$ cat src/sv/i2cbm_pkg.sv
// shared types and constants for the i2c bit-level master
// item structs, operation codes, sequencer phases, register map
// no dependencies
package i2cbm_pkg;

    // configuration port
    localparam int unsigned CFG_ADDR_W = 3;
    localparam int unsigned CFG_DATA_W = 32;
    localparam logic [0:0] REG_SLOT_TICKS = 1'b0;
    localparam logic [7:0] SLOT_TICKS_RESET = 8'd5;

    // operation codes carried by an input item
    localparam logic [2:0] OP_TICK = 3'd0;
    localparam logic [2:0] OP_START = 3'd1;
    localparam logic [2:0] OP_STOP = 3'd2;
    localparam logic [2:0] OP_ACK = 3'd3;
    localparam logic [2:0] OP_NACK = 3'd4;
    localparam logic [2:0] OP_READ = 3'd5;
    localparam logic [2:0] OP_WRITE = 3'd6;
    localparam logic [2:0] OP_WRITE_CMD = 3'd7;

    localparam logic [7:0] MSB_MASK = 8'h80;

    // sequencer phases
    typedef enum logic [13:0] {
        PH_IDLE    = 14'b00000000000001,
        PH_START   = 14'b00000000000010,
        PH_STOP    = 14'b00000000000100,
        PH_ACK     = 14'b00000000001000,
        PH_NACK    = 14'b00000000010000,
        PH_READ    = 14'b00000000100000,
        PH_WBIT    = 14'b00000001000000,
        PH_WACK    = 14'b00000010000000,
        PH_C_START = 14'b00000100000000,
        PH_C_DBIT  = 14'b00001000000000,
        PH_C_DACK  = 14'b00010000000000,
        PH_C_CBIT  = 14'b00100000000000,
        PH_C_CACK  = 14'b01000000000000,
        PH_C_STOP  = 14'b10000000000000
    } phase_t;

    typedef struct packed {
        logic [2:0] operation;
        logic [7:0] data_byte;
        logic [7:0] second_byte;
        logic       sda_in;
    } in_item_t;

    typedef struct packed {
        logic       scl_out;
        logic       sda_out;
        logic       busy_res;
        logic [7:0] read_value;
        logic       read_done;
        logic       rejected;
    } out_item_t;

endpackage

$ cat src/sv/i2cbm_regs.sv
// apb configuration register file for the i2c bit-level master
// holds slot_ticks; depends on i2cbm_pkg
module i2cbm_regs (
    input  logic                                clk,
    input  logic                                rst_n,
    input  logic                                psel,
    input  logic                                penable,
    input  logic                                pwrite,
    input  logic [i2cbm_pkg::CFG_ADDR_W-1:0]    paddr,
    input  logic [i2cbm_pkg::CFG_DATA_W-1:0]    pwdata,
    output logic [i2cbm_pkg::CFG_DATA_W-1:0]    prdata,
    output logic                                pready,
    output logic [7:0]                          slot_ticks
);

    logic [7:0] slot_ticks_reg;
    logic       hit_slot;

    assign pready = 1'b1;
    assign hit_slot = (paddr[i2cbm_pkg::CFG_ADDR_W-1:2] == i2cbm_pkg::REG_SLOT_TICKS);

    // register write on the access cycle
    always_ff @(posedge clk or negedge rst_n)
    begin
        if (!rst_n)
        begin
            slot_ticks_reg <= i2cbm_pkg::SLOT_TICKS_RESET;
        end
        else if (psel && penable && pwrite && hit_slot)
        begin
            slot_ticks_reg <= pwdata[7:0];
        end
    end

    // read mux
    always_comb
    begin
        prdata = '0;
        if (hit_slot)
        begin
            prdata = {{(i2cbm_pkg::CFG_DATA_W-8){1'b0}}, slot_ticks_reg};
        end
    end

    assign slot_ticks = slot_ticks_reg;

endmodule

$ cat src/sv/i2cbm_core.sv
// sequencer state and per-tick step logic of the i2c bit-level master
// one step per accepted item; depends on i2cbm_pkg
module i2cbm_core (
    input  logic                   clk,
    input  logic                   rst_n,
    input  logic                   step,
    input  i2cbm_pkg::in_item_t    item,
    input  logic [7:0]             slot_ticks,
    output i2cbm_pkg::out_item_t   res
);

    i2cbm_pkg::phase_t phase_reg, phase_next;
    logic [2:0] slot_step_reg, slot_step_next;
    logic [3:0] bit_count_reg, bit_count_next;
    logic [7:0] shifter_reg, shifter_next;
    logic [7:0] pending_reg, pending_next;
    logic [7:0] tick_count_reg, tick_count_next;
    logic       scl_reg, scl_next;
    logic       sda_reg, sda_next;
    logic [7:0] read_hold_reg, read_hold_next;

    logic [7:0] len_m1;
    logic       expire;
    logic       started;
    logic       done;
    logic       rej;
    logic [3:0] bc_inc;
    logic [1:0] levels;

    // levels set on the first tick of a slot, {scl, sda}
    function automatic logic [1:0] apply_slot(i2cbm_pkg::phase_t ph, logic [2:0] s,
                                              logic msb, logic scl, logic sda);
        logic c;
        logic d;
        c = scl;
        d = sda;
        case (ph)
            i2cbm_pkg::PH_START, i2cbm_pkg::PH_C_START:
            begin
                if (s == 3'd0) d = 1'b1;
                else if (s == 3'd1) c = 1'b1;
                else if (s == 3'd2) d = 1'b0;
                else c = 1'b0;
            end
            i2cbm_pkg::PH_STOP, i2cbm_pkg::PH_C_STOP:
            begin
                if (s == 3'd0) c = 1'b0;
                else if (s == 3'd1) d = 1'b0;
                else if (s == 3'd2) c = 1'b1;
                else d = 1'b1;
            end
            i2cbm_pkg::PH_ACK, i2cbm_pkg::PH_NACK:
            begin
                if (s == 3'd0) d = (ph == i2cbm_pkg::PH_NACK);
                else if (s == 3'd1) c = 1'b1;
                else c = 1'b0;
            end
            i2cbm_pkg::PH_READ:
            begin
                if (s == 3'd0)
                begin
                    c = 1'b0;
                    d = 1'b1;
                end
                else if (s == 3'd1) c = 1'b1;
                else if (s == 3'd3) c = 1'b0;
            end
            i2cbm_pkg::PH_WBIT, i2cbm_pkg::PH_C_DBIT, i2cbm_pkg::PH_C_CBIT:
            begin
                if (s == 3'd0) c = 1'b0;
                else if (s == 3'd1) d = msb;
                else if (s == 3'd3) c = 1'b1;
                else if (s == 3'd4) c = 1'b0;
            end
            i2cbm_pkg::PH_WACK, i2cbm_pkg::PH_C_DACK, i2cbm_pkg::PH_C_CACK:
            begin
                if (s == 3'd0) d = 1'b1;
                else if (s == 3'd2) c = 1'b1;
                else c = 1'b0;
            end
            default:
            begin
                c = scl;
            end
        endcase
        return {c, d};
    endfunction

    // slot length, zero acts as one
    assign len_m1 = (slot_ticks == 8'd0) ? 8'd0 : slot_ticks - 8'd1;
    assign expire = (tick_count_reg >= len_m1);
    assign bc_inc = bit_count_reg + 4'd1;

    // one tick of the sequencer
    always_comb
    begin
        phase_next      = phase_reg;
        slot_step_next  = slot_step_reg;
        bit_count_next  = bit_count_reg;
        shifter_next    = shifter_reg;
        pending_next    = pending_reg;
        tick_count_next = tick_count_reg;
        read_hold_next  = read_hold_reg;
        started         = 1'b0;
        done            = 1'b0;
        rej             = 1'b0;

        if (phase_reg == i2cbm_pkg::PH_IDLE)
        begin
            // command start
            if (item.operation != i2cbm_pkg::OP_TICK)
            begin
                started         = 1'b1;
                bit_count_next  = 4'd0;
                tick_count_next = 8'd0;
                slot_step_next  = 3'd0;
                case (item.operation)
                    i2cbm_pkg::OP_START:  phase_next = i2cbm_pkg::PH_START;
                    i2cbm_pkg::OP_STOP:   phase_next = i2cbm_pkg::PH_STOP;
                    i2cbm_pkg::OP_ACK:    phase_next = i2cbm_pkg::PH_ACK;
                    i2cbm_pkg::OP_NACK:   phase_next = i2cbm_pkg::PH_NACK;
                    i2cbm_pkg::OP_READ:
                    begin
                        phase_next   = i2cbm_pkg::PH_READ;
                        shifter_next = 8'd0;
                    end
                    i2cbm_pkg::OP_WRITE:
                    begin
                        phase_next   = i2cbm_pkg::PH_WBIT;
                        shifter_next = item.data_byte;
                    end
                    i2cbm_pkg::OP_WRITE_CMD:
                    begin
                        phase_next   = i2cbm_pkg::PH_C_START;
                        shifter_next = item.data_byte;
                        pending_next = item.second_byte;
                    end
                    default:   phase_next = i2cbm_pkg::PH_IDLE;
                endcase
            end
        end
        else
        begin
            rej = (item.operation != i2cbm_pkg::OP_TICK);
            if (!expire)
            begin
                tick_count_next = tick_count_reg + 8'd1;
            end
            else
            begin
                // end of slot: advance the sequence
                tick_count_next = 8'd0;
                case (phase_reg)
                    i2cbm_pkg::PH_START, i2cbm_pkg::PH_C_START:
                    begin
                        if (slot_step_reg < 3'd3) slot_step_next = slot_step_reg + 3'd1;
                        else if (phase_reg == i2cbm_pkg::PH_START)
                        begin
                            phase_next     = i2cbm_pkg::PH_IDLE;
                            slot_step_next = 3'd0;
                        end
                        else
                        begin
                            bit_count_next = 4'd0;
                            phase_next     = i2cbm_pkg::PH_C_DBIT;
                            slot_step_next = 3'd0;
                        end
                    end
                    i2cbm_pkg::PH_STOP, i2cbm_pkg::PH_C_STOP:
                    begin
                        if (slot_step_reg < 3'd3) slot_step_next = slot_step_reg + 3'd1;
                        else
                        begin
                            phase_next     = i2cbm_pkg::PH_IDLE;
                            slot_step_next = 3'd0;
                        end
                    end
                    i2cbm_pkg::PH_ACK, i2cbm_pkg::PH_NACK:
                    begin
                        if (slot_step_reg < 3'd2) slot_step_next = slot_step_reg + 3'd1;
                        else
                        begin
                            phase_next     = i2cbm_pkg::PH_IDLE;
                            slot_step_next = 3'd0;
                        end
                    end
                    i2cbm_pkg::PH_READ:
                    begin
                        // sample at the end of the scl-high slot
                        if (slot_step_reg == 3'd1)
                        begin
                            shifter_next = {shifter_reg[6:0], item.sda_in};
                        end
                        if (slot_step_reg < 3'd3) slot_step_next = slot_step_reg + 3'd1;
                        else
                        begin
                            bit_count_next = bc_inc;
                            slot_step_next = 3'd0;
                            if (bc_inc[3])
                            begin
                                read_hold_next = shifter_reg;
                                done           = 1'b1;
                                phase_next     = i2cbm_pkg::PH_IDLE;
                            end
                        end
                    end
                    i2cbm_pkg::PH_WBIT, i2cbm_pkg::PH_C_DBIT, i2cbm_pkg::PH_C_CBIT:
                    begin
                        // a one bit skips the extra hold slot
                        if (slot_step_reg == 3'd1)
                        begin
                            slot_step_next = ((shifter_reg & i2cbm_pkg::MSB_MASK) != 8'd0)
                                             ? 3'd3 : 3'd2;
                        end
                        else if (slot_step_reg < 3'd4) slot_step_next = slot_step_reg + 3'd1;
                        else
                        begin
                            shifter_next   = {shifter_reg[6:0], 1'b0};
                            bit_count_next = bc_inc;
                            slot_step_next = 3'd0;
                            if (bc_inc[3])
                            begin
                                if (phase_reg == i2cbm_pkg::PH_WBIT)
                                    phase_next = i2cbm_pkg::PH_WACK;
                                else if (phase_reg == i2cbm_pkg::PH_C_DBIT)
                                    phase_next = i2cbm_pkg::PH_C_DACK;
                                else
                                    phase_next = i2cbm_pkg::PH_C_CACK;
                            end
                        end
                    end
                    i2cbm_pkg::PH_WACK, i2cbm_pkg::PH_C_DACK, i2cbm_pkg::PH_C_CACK:
                    begin
                        if (slot_step_reg < 3'd3) slot_step_next = slot_step_reg + 3'd1;
                        else
                        begin
                            slot_step_next = 3'd0;
                            if (phase_reg == i2cbm_pkg::PH_WACK)
                                phase_next = i2cbm_pkg::PH_IDLE;
                            else if (phase_reg == i2cbm_pkg::PH_C_DACK)
                            begin
                                shifter_next   = pending_reg;
                                bit_count_next = 4'd0;
                                phase_next     = i2cbm_pkg::PH_C_CBIT;
                            end
                            else
                                phase_next = i2cbm_pkg::PH_C_STOP;
                        end
                    end
                    default:
                    begin
                        phase_next     = i2cbm_pkg::PH_IDLE;
                        slot_step_next = 3'd0;
                    end
                endcase
            end
        end
    end

    // line levels for the slot being entered
    assign levels = apply_slot(phase_next, slot_step_next,
                               shifter_next[7], scl_reg, sda_reg);

    always_comb
    begin
        scl_next = scl_reg;
        sda_next = sda_reg;
        if ((started || expire) && (phase_next != i2cbm_pkg::PH_IDLE))
        begin
            scl_next = levels[1];
            sda_next = levels[0];
        end
    end

    // result of this tick
    always_comb
    begin
        res.scl_out    = scl_next;
        res.sda_out    = sda_next;
        res.busy_res   = (phase_next != i2cbm_pkg::PH_IDLE);
        res.read_value = read_hold_next;
        res.read_done  = done;
        res.rejected   = rej;
    end

    // state registers
    always_ff @(posedge clk or negedge rst_n)
    begin
        if (!rst_n)
        begin
            phase_reg      <= i2cbm_pkg::PH_IDLE;
            slot_step_reg  <= 3'd0;
            bit_count_reg  <= 4'd0;
            shifter_reg    <= 8'd0;
            pending_reg    <= 8'd0;
            tick_count_reg <= 8'd0;
            scl_reg        <= 1'b1;
            sda_reg        <= 1'b1;
            read_hold_reg  <= 8'd0;
        end
        else if (step)
        begin
            phase_reg      <= phase_next;
            slot_step_reg  <= slot_step_next;
            bit_count_reg  <= bit_count_next;
            shifter_reg    <= shifter_next;
            pending_reg    <= pending_next;
            tick_count_reg <= tick_count_next;
            scl_reg        <= scl_next;
            sda_reg        <= sda_next;
            read_hold_reg  <= read_hold_next;
        end
    end

`ifndef SYNTHESIS
    // a read can only complete out of the read phase
    assert property (@(posedge clk) disable iff (!rst_n)
        step && res.read_done |-> phase_reg == i2cbm_pkg::PH_READ)
        else $error("read_done outside read phase");

    // rejection only happens while a sequence runs
    assert property (@(posedge clk) disable iff (!rst_n)
        step && res.rejected |-> phase_reg != i2cbm_pkg::PH_IDLE)
        else $error("command rejected while idle");

    // a byte never counts past eight bits
    assert property (@(posedge clk) disable iff (!rst_n)
        bit_count_reg <= 4'd8)
        else $error("bit count overrun");

    // idle phase always holds slot step zero
    assert property (@(posedge clk) disable iff (!rst_n)
        phase_reg == i2cbm_pkg::PH_IDLE |-> slot_step_reg == 3'd0)
        else $error("idle with nonzero slot step");
`endif

endmodule

$ cat src/sv/i2c_bit_level_master.sv
// I2C bit-level master. Each input item is one tick of the bus timebase and
// yields exactly one result item with the SCL/SDA levels after that tick. An
// item is taken into an input register, stepped through the combinational
// sequencer and its result lands in an output register, so one item is
// accepted every clock cycle unless out_stall holds a full output register
// back; the sequencer step lies between those two registers. A command is
// started only on a tick where the master is idle, otherwise it is dropped
// and flagged rejected. slot_ticks (APB, byte address 0, reset 5) sets the
// ticks per waveform slot; 0 behaves as 1.
// Depends on i2cbm_pkg, i2cbm_regs and i2cbm_core.
module i2c_bit_level_master (
    input  logic                                clk,
    input  logic                                rst_n,
    input  logic                                in_valid,
    output logic                                in_stall,
    input  i2cbm_pkg::in_item_t                 in_item,
    output logic                                out_valid,
    input  logic                                out_stall,
    output i2cbm_pkg::out_item_t                out_item,
    input  logic                                psel,
    input  logic                                penable,
    input  logic                                pwrite,
    input  logic [i2cbm_pkg::CFG_ADDR_W-1:0]    paddr,
    input  logic [i2cbm_pkg::CFG_DATA_W-1:0]    pwdata,
    output logic [i2cbm_pkg::CFG_DATA_W-1:0]    prdata,
    output logic                                pready
);

    logic                  in_valid_reg;
    i2cbm_pkg::in_item_t   in_item_reg;
    logic                  out_valid_reg;
    i2cbm_pkg::out_item_t  out_item_reg;
    logic                  fire;
    logic [7:0]            slot_ticks;
    i2cbm_pkg::out_item_t  step_res;

    // configuration registers
    i2cbm_regs u_regs (
        .clk        (clk),
        .rst_n      (rst_n),
        .psel       (psel),
        .penable    (penable),
        .pwrite     (pwrite),
        .paddr      (paddr),
        .pwdata     (pwdata),
        .prdata     (prdata),
        .pready     (pready),
        .slot_ticks (slot_ticks)
    );

    // step the held item when the output register is free or draining
    assign fire = in_valid_reg && (!out_valid_reg || !out_stall);
    assign in_stall = in_valid_reg && !fire;

    i2cbm_core u_core (
        .clk        (clk),
        .rst_n      (rst_n),
        .step       (fire),
        .item       (in_item_reg),
        .slot_ticks (slot_ticks),
        .res        (step_res)
    );

    // input register
    always_ff @(posedge clk or negedge rst_n)
    begin
        if (!rst_n)
        begin
            in_valid_reg <= 1'b0;
        end
        else if (!in_stall)
        begin
            in_valid_reg <= in_valid;
        end
    end

    always_ff @(posedge clk)
    begin
        if (!in_stall && in_valid)
        begin
            in_item_reg <= in_item;
        end
    end

    // output register
    always_ff @(posedge clk or negedge rst_n)
    begin
        if (!rst_n)
        begin
            out_valid_reg <= 1'b0;
        end
        else if (fire)
        begin
            out_valid_reg <= 1'b1;
        end
        else if (!out_stall)
        begin
            out_valid_reg <= 1'b0;
        end
    end

    always_ff @(posedge clk)
    begin
        if (fire)
        begin
            out_item_reg <= step_res;
        end
    end

    assign out_valid = out_valid_reg;
    assign out_item  = out_item_reg;

endmodule

$ cat config.mk
export PLATFORM = sky130hd
export DESIGN_NAME = i2c_bit_level_master
export DESIGN_NICKNAME = d
export VERILOG_FILES = /design/src/sv/i2cbm_pkg.sv /design/src/sv/i2cbm_regs.sv /design/src/sv/i2cbm_core.sv /design/src/sv/i2c_bit_level_master.sv
export SDC_FILE = /design/constraint.sdc
export NUM_CORES = 1
export LEC_CHECK = 0
export BUFFER_PORTS_ARGS = -buffer_cell sky130_fd_sc_hd__buf_4
export CELL_PAD_IN_SITES_DETAIL_PLACEMENT = 1
export CELL_PAD_IN_SITES_GLOBAL_PLACEMENT = 1
export CORE_MARGIN = 2
export CORE_UTILIZATION = 40
export DETAILED_ROUTE_END_ITERATION = 8
export HOLD_SLACK_MARGIN = 0.15
export PLACE_DENSITY_LB_ADDON = 0.2
export RECOVER_POWER = 50
export SKIP_LAST_GASP = 1
export SYNTH_ARGS = -nofsm -noshare
export SYNTH_HDL_FRONTEND = slang
export SYNTH_HIERARCHICAL = 1
export SYNTH_SLANG_ARGS = --single-unit
$ cat constraint.sdc
create_clock -name clk -period 5.3 [get_ports clk]
set_input_delay 0.265 -clock clk [delete_from_list [all_inputs] [get_ports clk]]
set_output_delay 0.265 -clock clk [all_outputs]
set_load 0.02 [all_outputs]
Yosys cells after proc, flatten, opt, wreduce, memory -nomap -nowiden --
Cells that the tools add are included.
Storage, ports and cells: register bits after elaboration 98
Cells by class: $add $sub $neg 4, $lt $le $gt $ge 4, equality and inequality tests 52, mux-type cells 97, bitwise operators 3, reduce and logical (&&, ||, !) cells 37
Operators by type and width (number):
- $mux 14 | 15
- $mux 8 | 19
- $pmux 14 s6 | 1
- $pmux 9 s7 | 1
- $mux 4 | 11
- $mux 1 | 35
- $eq 14x10->1 const B | 2
- $eq 14x11->1 const B | 2
- $eq 14x12->1 const B | 2
- $eq 14x13->1 const B | 2
- $eq 14x14->1 const B | 2
- $eq 14x2->1 const B | 2
- $eq 14x3->1 const B | 2
- $eq 14x4->1 const B | 2
- $eq 14x5->1 const B | 2
- $eq 14x6->1 const B | 2
- $eq 14x7->1 const B | 2
- $eq 14x8->1 const B | 2
- $eq 14x9->1 const B | 2
- $pmux 8 s3 | 1
- $mux 3 | 7
- $ne 3x2->1 const B | 7
- $pmux 4 s4 | 1
- $pmux 8 s2 | 1
- other kinds (39) | 72

Logic depth before layout (Yosys ltp) --
Gate-level depths: netlist (run 1).
depth after elaboration 13, gate-level depth with buffers 19

Hierarchy --
The synthesis (run 1) kept the hierarchy.
By module, submodules not included:
- i2cbm_core | times used 1, cells an instance 606, area each 4904.7 sq um, sequential area each 1380.1 sq um
- i2c_bit_level_master | times used 1, cells an instance 41, area each 1083.5 sq um, sequential area each 1041.0 sq um
- i2cbm_regs | times used 1, cells an instance 52, area each 581.8 sq um, sequential area each 202.7 sq um

Worst setup path after synthesis (run 1) --
OpenSTA, ideal clock, no wires.
path type reg2reg, from register u_regs.slot_ticks_reg[5] (netlist: u_regs/slot_ticks[5]), to register out_item_reg (netlist bit out_item[11]) (data pin), data arrival time 4.123 ns, data required time 5.049 ns, setup slack 0.926 ns, stages on the path, launching flop included 19, buffers on the path 2, clock period less this slack 4.374 ns, cell sequence dfrtp_1 -> nor4_1 -> nand2_1 -> or3_1 -> and2_1 -> ha_1 -> nand2b_1 -> a31oi_1 -> o311a_1 -> clkbuf_1 -> a21oi_1 -> o2111ai_1 -> o22ai_1 -> mux2_2 -> nand4_1 -> nand4_1 -> nor3_2 -> nor2_1 -> buf_4
On the way: longest elaborated chain between the ends 11, elaborated cells between the ends (all ways) 46, classes of those cells 1 x add/sub; 1 x order compare; 16 x eq/ne; 19 x mux; 9 x reduce/logical
RTL lines:
- start, declared | line i2cbm_regs.sv:16 | logic [7:0] slot_ticks_reg;
- start signal, assigned | line i2cbm_regs.sv:27 | slot_ticks_reg <= i2cbm_pkg::SLOT_TICKS_RESET;
- start signal, assigned | line i2cbm_regs.sv:31 | slot_ticks_reg <= pwdata[7:0];
- $sub 8x1->8 or $logic_not 8->1 (tied branches) | line i2cbm_core.sv:90 | assign len_m1 = (slot_ticks == 8'd0) ? 8'd0 : slot_ticks - 8'd1;
- $mux 8 (*) | line i2cbm_core.sv:90
- $ge 8x8->1 (*) | line i2cbm_core.sv:91 | assign expire = (tick_count_reg >= len_m1);
- $mux 3 | line i2cbm_core.sv:145 | if (!expire)
- $mux 3 | line i2cbm_core.sv:108 | if (phase_reg == i2cbm_pkg::PH_IDLE)
- $eq 3x2->1 | line i2cbm_core.sv:42, i2cbm_core.sv:49
- $mux 1, on equally long branches | line i2cbm_core.sv:49, i2cbm_core.sv:42
- $mux 1, on equally long branches | line i2cbm_core.sv:48, i2cbm_core.sv:41
- $mux 1, on equally long branches | line i2cbm_core.sv:47, i2cbm_core.sv:40
- $pmux 1 s5 | line i2cbm_core.sv:37 | case (ph)
- $mux 1 (*) | line i2cbm_core.sv:268 | if ((started || expire) && (phase_next != i2cbm_pkg::PH_IDLE))
- via u_core.sda_next | line i2cbm_core.sv:19 | logic sda_reg, sda_next;
- end signal, assigned | line i2c_bit_level_master.sv:106 | out_item_reg <= step_res;
- end, declared | line i2c_bit_level_master.sv:32 | i2cbm_pkg::out_item_t out_item_reg;
The timed path passes the listed nets; every way through them passes the cells marked *. The select of a mux whose other input is x is not followed. A chain may end at the register's enable or synchronous reset.

==> flow_summary.ini, run 1 <==
[sta]
rsz0062_at_grt = false
finalClockSkew_ps = 10.98
period_share_pct = 92.73
fin_setup_tns_ps = 0
hold_violations = 0
slew_violations = 66
worstMarginPinSlew_ps = 3684
fin_crit_ps = 4915
relSlewSlack_pct = -145.6
fmax_mhz = 203.5
setup_violations = 0

[finish]
drive_gt1_share_pct = 19.15
fill_cells = 1851
nets = 844
seqCellArea_sq_mm = 0.002624
diodes = 0
instances_no_fill = 989
largest_register_ffs = 20
areaGrowthSynthToFinish_pct = 16.49
multi_input_area_sq_mm = 0.003652

[min_path]
hold_path_class = in -> reg
hold_end = u_regs/slot_ticks[7]
worstHoldStart = pwdata[7]
worstHoldPathCells = 2

[logic_synthesis]
async_flop_share_pct = 66.33
yosys_warnings = 6
synth_top_area_cell = dfrtp_1
synthTopCellsByArea = dfrtp_1, edfxtp_1, mux2_2
synth_cells = 699
avgSynthCellArea_sq_um = 9.399
synth.distinct_cells = 83
syn_area_sq_mm = 0.006570
synth_ff_type = dfrtp_1
ys_ff_latch = 98
ys_top_cells_by_count = nor2_1, dfrtp_1, nand2_1
synth_top_cell_area_share_pct = 22.85
synth-edff-count = 33
synth.most_common_cell = nor2_1
ys_seq_area_share_pct = 39.94

[cts]
cts_buffers = 9
cts_tree = done
clock-root-buffer = clkbuf_16
clock_path_buffers = 2
clkTransAtPathRegs_ps = 80
cts_setup_buffers = 0
htree_num_levels = 3
cts_sinks = 98
insertion_delay_ps = 360

[floorplanning]
die_w_microns = 132.2
coreArea_sq_mm = 0.01594
row_count = 46
io_pins = 110
fp.dieArea_sq_mm = 0.01747
die_y_microns = 132.2
start_util_pct = 41.21

[place]
hpwlAfterDp_microns = 14570
globalplace.congestion = 0.9095
io_buffer_count = 58
dp.cells = 946

[worst_setup_path]
rr_startpoint = u_regs/slot_ticks[3]
rrSetupSlack_ps = 390
max_stage_delay_ps = 520
arrival_ps = 5130
crit_buf_inv = 1
r2r_cells = 17
cp-end-kind = flip-flop
worst-endpoint-required_ps = 5510
crit_path_top_delay_cell = or3_1
path_delay_family = simple AND/OR/NAND/NOR gates
critPathMaxFanout = 9
r2r-end = out_item[11]
crit_path_start_kind = flip-flop
path_class = reg -> reg
path_cells = nor4_1 -> nand2_1 -> or3_1 -> and2_1 -> ha_1 -> nand2b_1 -> a31oi_1 -> o311a_1 -> buf_4 -> a2111oi_0 -> a21oi_1 -> or3_1 -> nor4b_1 -> o2111ai_1 -> nand4_1 -> nor3_2 -> nor2_1
crit_top_cell = or3_1

[routing]
antenna_left = 0
drc_errors = 0
drt_iter0_markers = 386
drt-pass1-iter-count = 5
routedWlPerCell_microns = 20.37
drt-vias-per-instance = 5.901
drt_wl_total_microns = 20140
num_vias = 5836

[global_routing]
antenna_found_initial = 0
gr-total-overflow = 0
grt_pass1_wl_microns = 32750
grt_pass1_vias = 6172
grt_use_total_pct = 23.34
grt_max_degree = 66

[power]
power.density_mw_per_mm2 = 386.1
leakagePower_nw = 3.086
peakVddDrop_mv = 0.1720

[job]
drv_cap = 1

[status]
status = finished with violations
violations = max-capacitance violations, max-slew violations
## area by class of cell
| cell class | instances | share of cell area [%] |
|---|---|---|
| clock buffers | 9 | 2.943 |
| multi-input cells | 548 | 47.72 |
| repair buffers | 95 | 9.465 |
| inverters | 16 | 0.7847 |
| flip-flops and latches | 98 | 34.28 |
| well taps | 216 | 3.531 |
| clock inverters | 7 | 1.275 |
## logic make-up (layout without fill, tap and decap cells)
| group | Yosys count | in the layout | share of synthesized area [%] |
|---|---|---|---|
| AO/OA/AOI/OAI | 177 | 177 | 18.70 |
| XOR/XNOR | 12 | 12 | 1.600 |
| adder cells (fa/ha/maj) | 14 | 14 | 2.666 |
| buffers and inverters | 76 | 127 | 6.266 |
| flip-flops | 98 | 98 | 39.94 |
| multiplexers | 40 | 40 | 6.799 |
| other | 2 | 25 | 0.1143 |
| AND/OR/NAND/NOR | 280 | 280 | 23.92 |
## layer usage
metal / vias to the layer above / GRT usage, % / wire (microns)
met2: 194 / 40.31 / 10020
met1: 2908 / 29.92 / 8635
met4: 0 / 7.729 / 357
met5: - / 0 / 0
li1: 2705 / - / -
met3: 29 / 3.537 / 1127
## what timing repair did
action / CTS / global route
endpoints found under the hold margin: 86 / 0
hold buffers: 27 / 0
endpoints found under the setup margin: 0 / 3
gates resized for setup: 0 / 2
## cell usage in the layout, fill, tap and decap left out, drive strengths merged, types with 25 or more instances in the layout
| cell type | count |
|---|---|
| nor2 | 64 |
| nand2 | 61 |
| dfrtp | 60 |
| clkbuf | 50 |
| o21ai | 44 |
| a21oi | 43 |
| mux2 | 37 |
| edfxtp | 33 |
| dlygate4sd3 | 27 |
| buf | 27 |
| nand3 | 27 |
| conb | 25 |
## worst max path at each step
stage                          from             end  slack [ps]  cells after the start
2_1_floorplan  u_regs/slot_ticks[5]    out_item[11]         930                     18
3_3_place_gp   u_regs/slot_ticks[3]    out_item[12]         500                     16
3_5_place_dp   u_regs/slot_ticks[3]    out_item[12]         370                     16
4_1_cts        u_regs/slot_ticks[3]    out_item[12]         330                     16
5_1_grt        u_regs/slot_ticks[3]  u_core/sda_reg           8                     17
6_report       u_regs/slot_ticks[3]    out_item[11]         390                     17
## power breakdown
group          total (mW)  internal, mW  switching [mW]  leakage [nW]
sequential           1.07         0.894           0.180          1.16
combinational        1.16         0.427           0.733          1.77
clock               0.721         0.380           0.341         0.156
total                2.96          1.70            1.25          3.09
## through the flow
stage	hold WS (ps)	power, mW	setup WS, ps	utilization, %	instance area (sq um)
finish	157.0	2.955	385.2	48.01	7654
global route	151.9	3.117	7.720	48.01	7654
CTS	153.1	2.951	327.1	48.28	7697
detailed placement	444.3	2.209	367.7	44.56	7104
global placement	442.0	2.157	499.8	44.56	7104
floorplan	-30.59	1.860	926.2	-	6656
No activity file was read; power rests on OpenSTA's default activity.
==> run 2, diff against run 1 <==
--- a/config.mk
+++ b/config.mk
@@ -8,6 +8,7 @@
 export BUFFER_PORTS_ARGS = -buffer_cell sky130_fd_sc_hd__buf_4
 export CELL_PAD_IN_SITES_DETAIL_PLACEMENT = 1
 export CELL_PAD_IN_SITES_GLOBAL_PLACEMENT = 1
+export CORE_ASPECT_RATIO = 1.75
 export CORE_MARGIN = 2
 export CORE_UTILIZATION = 40
 export DETAILED_ROUTE_END_ITERATION = 8
==> run 2 against run 1 <==
  * The flow still finishes with violations (max-capacitance violations, max-slew violations)
  * Cell count fell by 0.40%
  * Critical endpoint is now u_core/sda_reg
  * Clock power fell by 5.0%
  * Die area rose by 0.23%
  * Largest power group unchanged
==> flow_summary.ini, run 2 (synthesis results as in run 1) <==
[worst_setup_path]
rrSetupSlack_ps = 410
arrival_ps = 5160
r2r-end = u_core/sda_reg
r2r_cells = 16
path_cells = nor4_1 -> nand2_1 -> or3_1 -> and2_1 -> ha_1 -> nand2b_1 -> a31oi_1 -> o311a_1 -> a2111oi_1 -> a21oi_1 -> or3_1 -> nor4b_1 -> o2111ai_1 -> nand4_1 -> nor3_2 -> a22oi_1
crit_top_cell = or3_1
path_class = reg -> reg
rr_startpoint = u_regs/slot_ticks[5]
path_delay_family = simple AND/OR/NAND/NOR gates
max_stage_delay_ps = 520
crit_path_start_kind = flip-flop
critPathMaxFanout = 9
crit_path_top_delay_cell = or3_1
crit_buf_inv = 0
worst-endpoint-required_ps = 5580
cp-end-kind = flip-flop

[min_path]
hold_end = u_regs/slot_ticks[6]
worstHoldPathCells = 2
worstHoldStart = pwdata[6]
hold_path_class = in -> reg

[floorplanning]
coreArea_sq_mm = 0.01621
fp.dieArea_sq_mm = 0.01751
row_count = 62
die_w_microns = 100.9
io_pins = 110
start_util_pct = 40.52
die_y_microns = 173.5

[global_routing]
gr-total-overflow = 0
grt_pass1_vias = 6397
use_met1_pct = 25.72
grt_pass1_wl_microns = 34670
met3_usage_pct = 3.790
grt_max_degree = 66
grt_use_total_pct = 25.80
antenna_found_initial = 0
grt_busiest_layer = met2
use_met2_pct = 48.50

[job]
drv_cap = 1

[sta]
setup_violations = 0
relSlewSlack_pct = -148.9
finalClockSkew_ps = 7.790
layout_setup_ws_ps = 412.7
slew_violations = 66
period_share_pct = 92.21
fin_crit_ps = 4887
rsz0062_at_grt = false
worstMarginPinSlew_ps = 3734
whs_ps = 160.3
hold_violations = 0
fmax_mhz = 204.6
fin_setup_tns_ps = 0

[finish]
final_common_cell = nor2_1
largest_register_ffs = 20
diodes = 0
final_cell_mix = nor2_1, dfrtp_1, nand2_1
final_area_sq_mm = 0.007757
drive_gt1_share_pct = 20.93
instances_no_fill = 985
areaGrowthSynthToFinish_pct = 18.07
fin_util_pct = 47.85
nets = 864

[status]
status = finished with violations
violations = max-capacitance violations, max-slew violations

[cts]
clkTransAtPathRegs_ps = 70
clock_path_buffers = 2
clock-root-buffer = clkbuf_16
insertion_delay_ps = 360
cts_buffers = 9
cts_sinks = 98
htree_num_levels = 3
cts_tree = done

[power]
leakagePower_nw = 3.168
power_mw = 3.010
power.density_mw_per_mm2 = 388.0
peakVddDrop_mv = 0.2826

[place]
dpl-instance-area_sq_mm = 0.007209
io_buffer_count = 58
dp.cells = 940
globalplace.congestion = 0.9270
hpwlAfterDp_microns = 16850
place_ws_ps = 406.5

[routing]
num_vias = 5952
routedWlPerCell_microns = 22.21
drt-vias-per-instance = 6.043
drt_iter0_markers = 283
drt_wl_total_microns = 21870
drt-pass1-iter-count = 4
drc_errors = 0
antenna_left = 0
-- run 2: layout make-up --
| class | count | area [sq um] |
|---|---|---|
| clock buffer | 10 | 229.0 |
| inverter | 16 | 60.06 |
| fill | 1864 | 8456 |
| tap | 192 | 240.2 |
| clock inverter | 6 | 71.32 |
| sequential | 98 | 2624 |
| timing repair buffer | 115 | 879.6 |
| multi-input combinational | 548 | 3654 |
-- run 2: how the worst max path moves through the flow --
stage                         startpoint              to  slack, ps  cells after the start
floorplan           u_regs/slot_ticks[5]    out_item[11]        930                     18
global placement    u_regs/slot_ticks[3]  u_core/sda_reg        530                     16
detailed placement  u_regs/slot_ticks[3]    out_item[12]        410                     16
CTS                 u_regs/slot_ticks[3]    out_item[12]        360                     16
global route        u_regs/slot_ticks[3]  u_core/sda_reg         20                     16
finish              u_regs/slot_ticks[5]  u_core/sda_reg        410                     16
-- run 2: timing repair --
item | CTS | global route
setup endpoints to repair | 0 | 4
hold endpoints to repair | 88 | 0
hold buffers | 29 | 0
gates resized for setup | 0 | 3
setup buffers | 0 | 0
-- run 2: worst register-to-register path: stages, from the launching register on --
cell,delay [ps]
dfrtp_1,430
nor4_1,380
nand2_1,140
or3_1,420
and2_1,200
ha_1,260
nand2b_1,100
a31oi_1,130
o311a_1,490
a2111oi_1,480
a21oi_1,260
or3_1,520
nor4b_1,390
o2111ai_1,200
nand4_1,150
nor3_2,60
a22oi_1,200
-- run 2: metal layers --
layer	up-vias	part of all wire, %	wire, microns
met3	67	2.6	571
met2	153	56	12170
li1	2751	-	-
met5	-	0	0
met1	2981	35	7738
met4	0	6.4	1393
-- run 2: report_power, final --
group	internal [mW]	leakage, nW	total, mW	switching (mW)
registers	0.895	1.17	1.06	0.161
clock network	0.373	0.145	0.685	0.312
logic	0.482	1.86	1.27	0.786
total	1.75	3.17	3.01	1.26
==> run 3, diff against run 2 <==
--- a/config.mk
+++ b/config.mk
@@ -8,12 +8,12 @@
 export BUFFER_PORTS_ARGS = -buffer_cell sky130_fd_sc_hd__buf_4
 export CELL_PAD_IN_SITES_DETAIL_PLACEMENT = 1
 export CELL_PAD_IN_SITES_GLOBAL_PLACEMENT = 1
-export CORE_ASPECT_RATIO = 1.75
+export CORE_ASPECT_RATIO = 0.9
 export CORE_MARGIN = 2
 export CORE_UTILIZATION = 40
 export DETAILED_ROUTE_END_ITERATION = 8
 export HOLD_SLACK_MARGIN = 0.15
-export PLACE_DENSITY_LB_ADDON = 0.2
+export PLACE_DENSITY = 0.85
 export RECOVER_POWER = 50
 export SKIP_LAST_GASP = 1
 export SYNTH_ARGS = -nofsm -noshare
==> run 3 against run 2 <==
  * The run still ends with max-capacitance violations, max-slew violations left
  * Clock skew up 8.9 ps
  * Core utilization about the same
  * Global-route usage rose by 0.38 points
  * Clock power up 5.3%
  * Critical path depth is the same
  * Hold slack better by 47 ps
  * Sequential cell count is the same
  * Cell count up 0.41%
  * Largest cell class unchanged
==> flow_summary.ini, run 3 (synthesis results as in run 1) <==
[cts]
cts_tree = done
clkTransAtPathRegs_ps = 80
clock-root-buffer = clkbuf_16
cts_buffers = 9
cts_setup_buffers = 0
htree_num_levels = 3
insertion_delay_ps = 360
clock_path_buffers = 2
cts_sinks = 98

[floorplanning]
row_count = 44
die_y_microns = 125.6
start_util_pct = 40.73
fp.dieArea_sq_mm = 0.01747
coreArea_sq_mm = 0.01613
die_w_microns = 139.1
io_pins = 110

[sta]
period_share_pct = 93.78
setup_violations = 0
worstMarginPinSlew_ps = 3816
fin_crit_ps = 4970
relSlewSlack_pct = -154.4
fin_setup_tns_ps = 0
rsz0062_at_grt = false
finalClockSkew_ps = 16.65
hold_violations = 0
fmax_mhz = 201.2
slew_violations = 66

[worst_setup_path]
worst-endpoint-required_ps = 5420
max_stage_delay_ps = 660
rr_startpoint = u_regs/slot_ticks[3]
r2r_cells = 16
critPathMaxFanout = 15
cp-end-kind = flip-flop
crit_top_cell = nand2_1
path_cells = nor4_2 -> nand2_1 -> or3_1 -> nand2_1 -> ha_1 -> a211o_1 -> a31oi_1 -> o311ai_2 -> buf_4 -> o21ai_0 -> a22oi_1 -> nand3_1 -> mux2i_1 -> o21ai_1 -> nor3_2 -> nor2_1
crit_path_start_kind = flip-flop
arrival_ps = 5090
path_class = reg -> reg
r2r-end = out_item[11]
rrSetupSlack_ps = 330
crit_path_top_delay_cell = o21ai_0

[power]
leakagePower_nw = 3.128
power.density_mw_per_mm2 = 396.0
peakVddDrop_mv = 0.3647

[finish]
fin_util_pct = 47.82
final_cell_mix = nor2_1, dfrtp_1, nand2_1
final_common_cell = nor2_1
diodes = 0
areaGrowthSynthToFinish_pct = 17.41
fill_cells = 1807
largest_register_ffs = 20
drive_gt1_share_pct = 19.82
nets = 853

[place]
hpwlAfterDp_microns = 14450
io_buffer_count = 58
globalplace.congestion = 0.9311

[min_path]
hold_path_class = in -> reg
worstHoldStart = out_stall
hold_end = out_valid
worstHoldPathCells = 2

[status]
violations = max-capacitance violations, max-slew violations
status = finished with violations

[routing]
drc_errors = 0
drt-vias-per-instance = 6.297
drt_wl_total_microns = 22660
drt_iter0_markers = 614
routedWlPerCell_microns = 22.91
antenna_left = 0
num_vias = 6228
drt-pass1-iter-count = 5

[global_routing]
grt_pass1_vias = 6588
grt_use_total_pct = 26.18
grt_pass1_wl_microns = 36510
gr-total-overflow = 0
grt_max_degree = 66
antenna_found_initial = 0

[job]
drv_cap = 1
## run 3: cell types whose count changed in the layout (fill, tap and decap cells not counted), sizes merged
| cell | previous run | this run |
|---|---|---|
| buf | 43 | 31 |
| clkinv | 1 | 3 |
| clkbuf | 53 | 52 |
| clkinvlp | 1 | 0 |
| dlygate4sd3 | 29 | 30 |
## run 3: worst max-delay path, delay by kind of cell (launching register included)
| kind | cells | cell delay (ps) |
|---|---|---|
| buffers and inverters | 1 | 220 |
| AOI/OAI and AO/OA | 6 | 1940 |
| DFF | 1 | 490 |
| and+or+nand+nor | 7 | 1620 |
| adders and majority gates | 1 | 250 |
| muxes | 1 | 200 |
## run 3: power by group
part	switching, mW	internal, mW	total, mW
sequential	0.155	0.895	1.05
combinational	0.826	0.458	1.28
clock	0.340	0.381	0.721
total	1.32	1.73	3.05
## run 3: routing by layer
metal  routed length [microns]  share of wire (%)  vias up  GRT usage, %
li1                          -                  -     2736             -
met1                      9097                 40     3107         33.98
met2                     11340                 50      321         44.07
met3                      1544                6.8       64         4.060
met4                       681                3.0        0         10.40
met5                         0                  0        -             0
## run 3: cell type report
type | instances | area (sq um) | area share [%]
tap | 207 | 259.0 | 3.358
inverter | 16 | 60.06 | 0.7786
sequential | 98 | 2624 | 34.01
clock inverter | 7 | 95.09 | 1.233
clock buffer | 9 | 225.2 | 2.920
multi-input combinational | 548 | 3651 | 47.33
timing repair buffer | 104 | 799.5 | 10.36
## run 3: metrics by stage
step	total power [mW]	hold WS [ps]	worst slack, ps	cells	instance area (sq um)
finish	3.055	207.8	329.6	989	7714
global placement	2.186	440.7	591.6	943	7138
CTS	2.970	164.0	405.0	989	7759
global route	3.187	197.8	131.4	989	7714
floorplan	1.860	-30.59	926.2	722	6656
detailed placement	2.225	444.1	451.4	943	7138
## run 3: how the worst max path moves through the flow
stage                               from              to  slack [ps]  depth (start not counted)
finish              u_regs/slot_ticks[3]    out_item[11]         330                         16
detailed placement  u_regs/slot_ticks[3]    out_item[12]         450                         16
global route        u_regs/slot_ticks[3]  u_core/sda_reg         130                         16
floorplan           u_regs/slot_ticks[5]    out_item[11]         930                         18
CTS                 u_regs/slot_ticks[3]    out_item[12]         410                         16
global placement    u_regs/slot_ticks[3]  u_core/sda_reg         590                         16
## run 3: timing repair
action	4_1_cts	5_1_grt
resized for setup	0	3
endpoints found under the hold margin	89	0
hold buffers	30	0
setup endpoints to repair	0	4
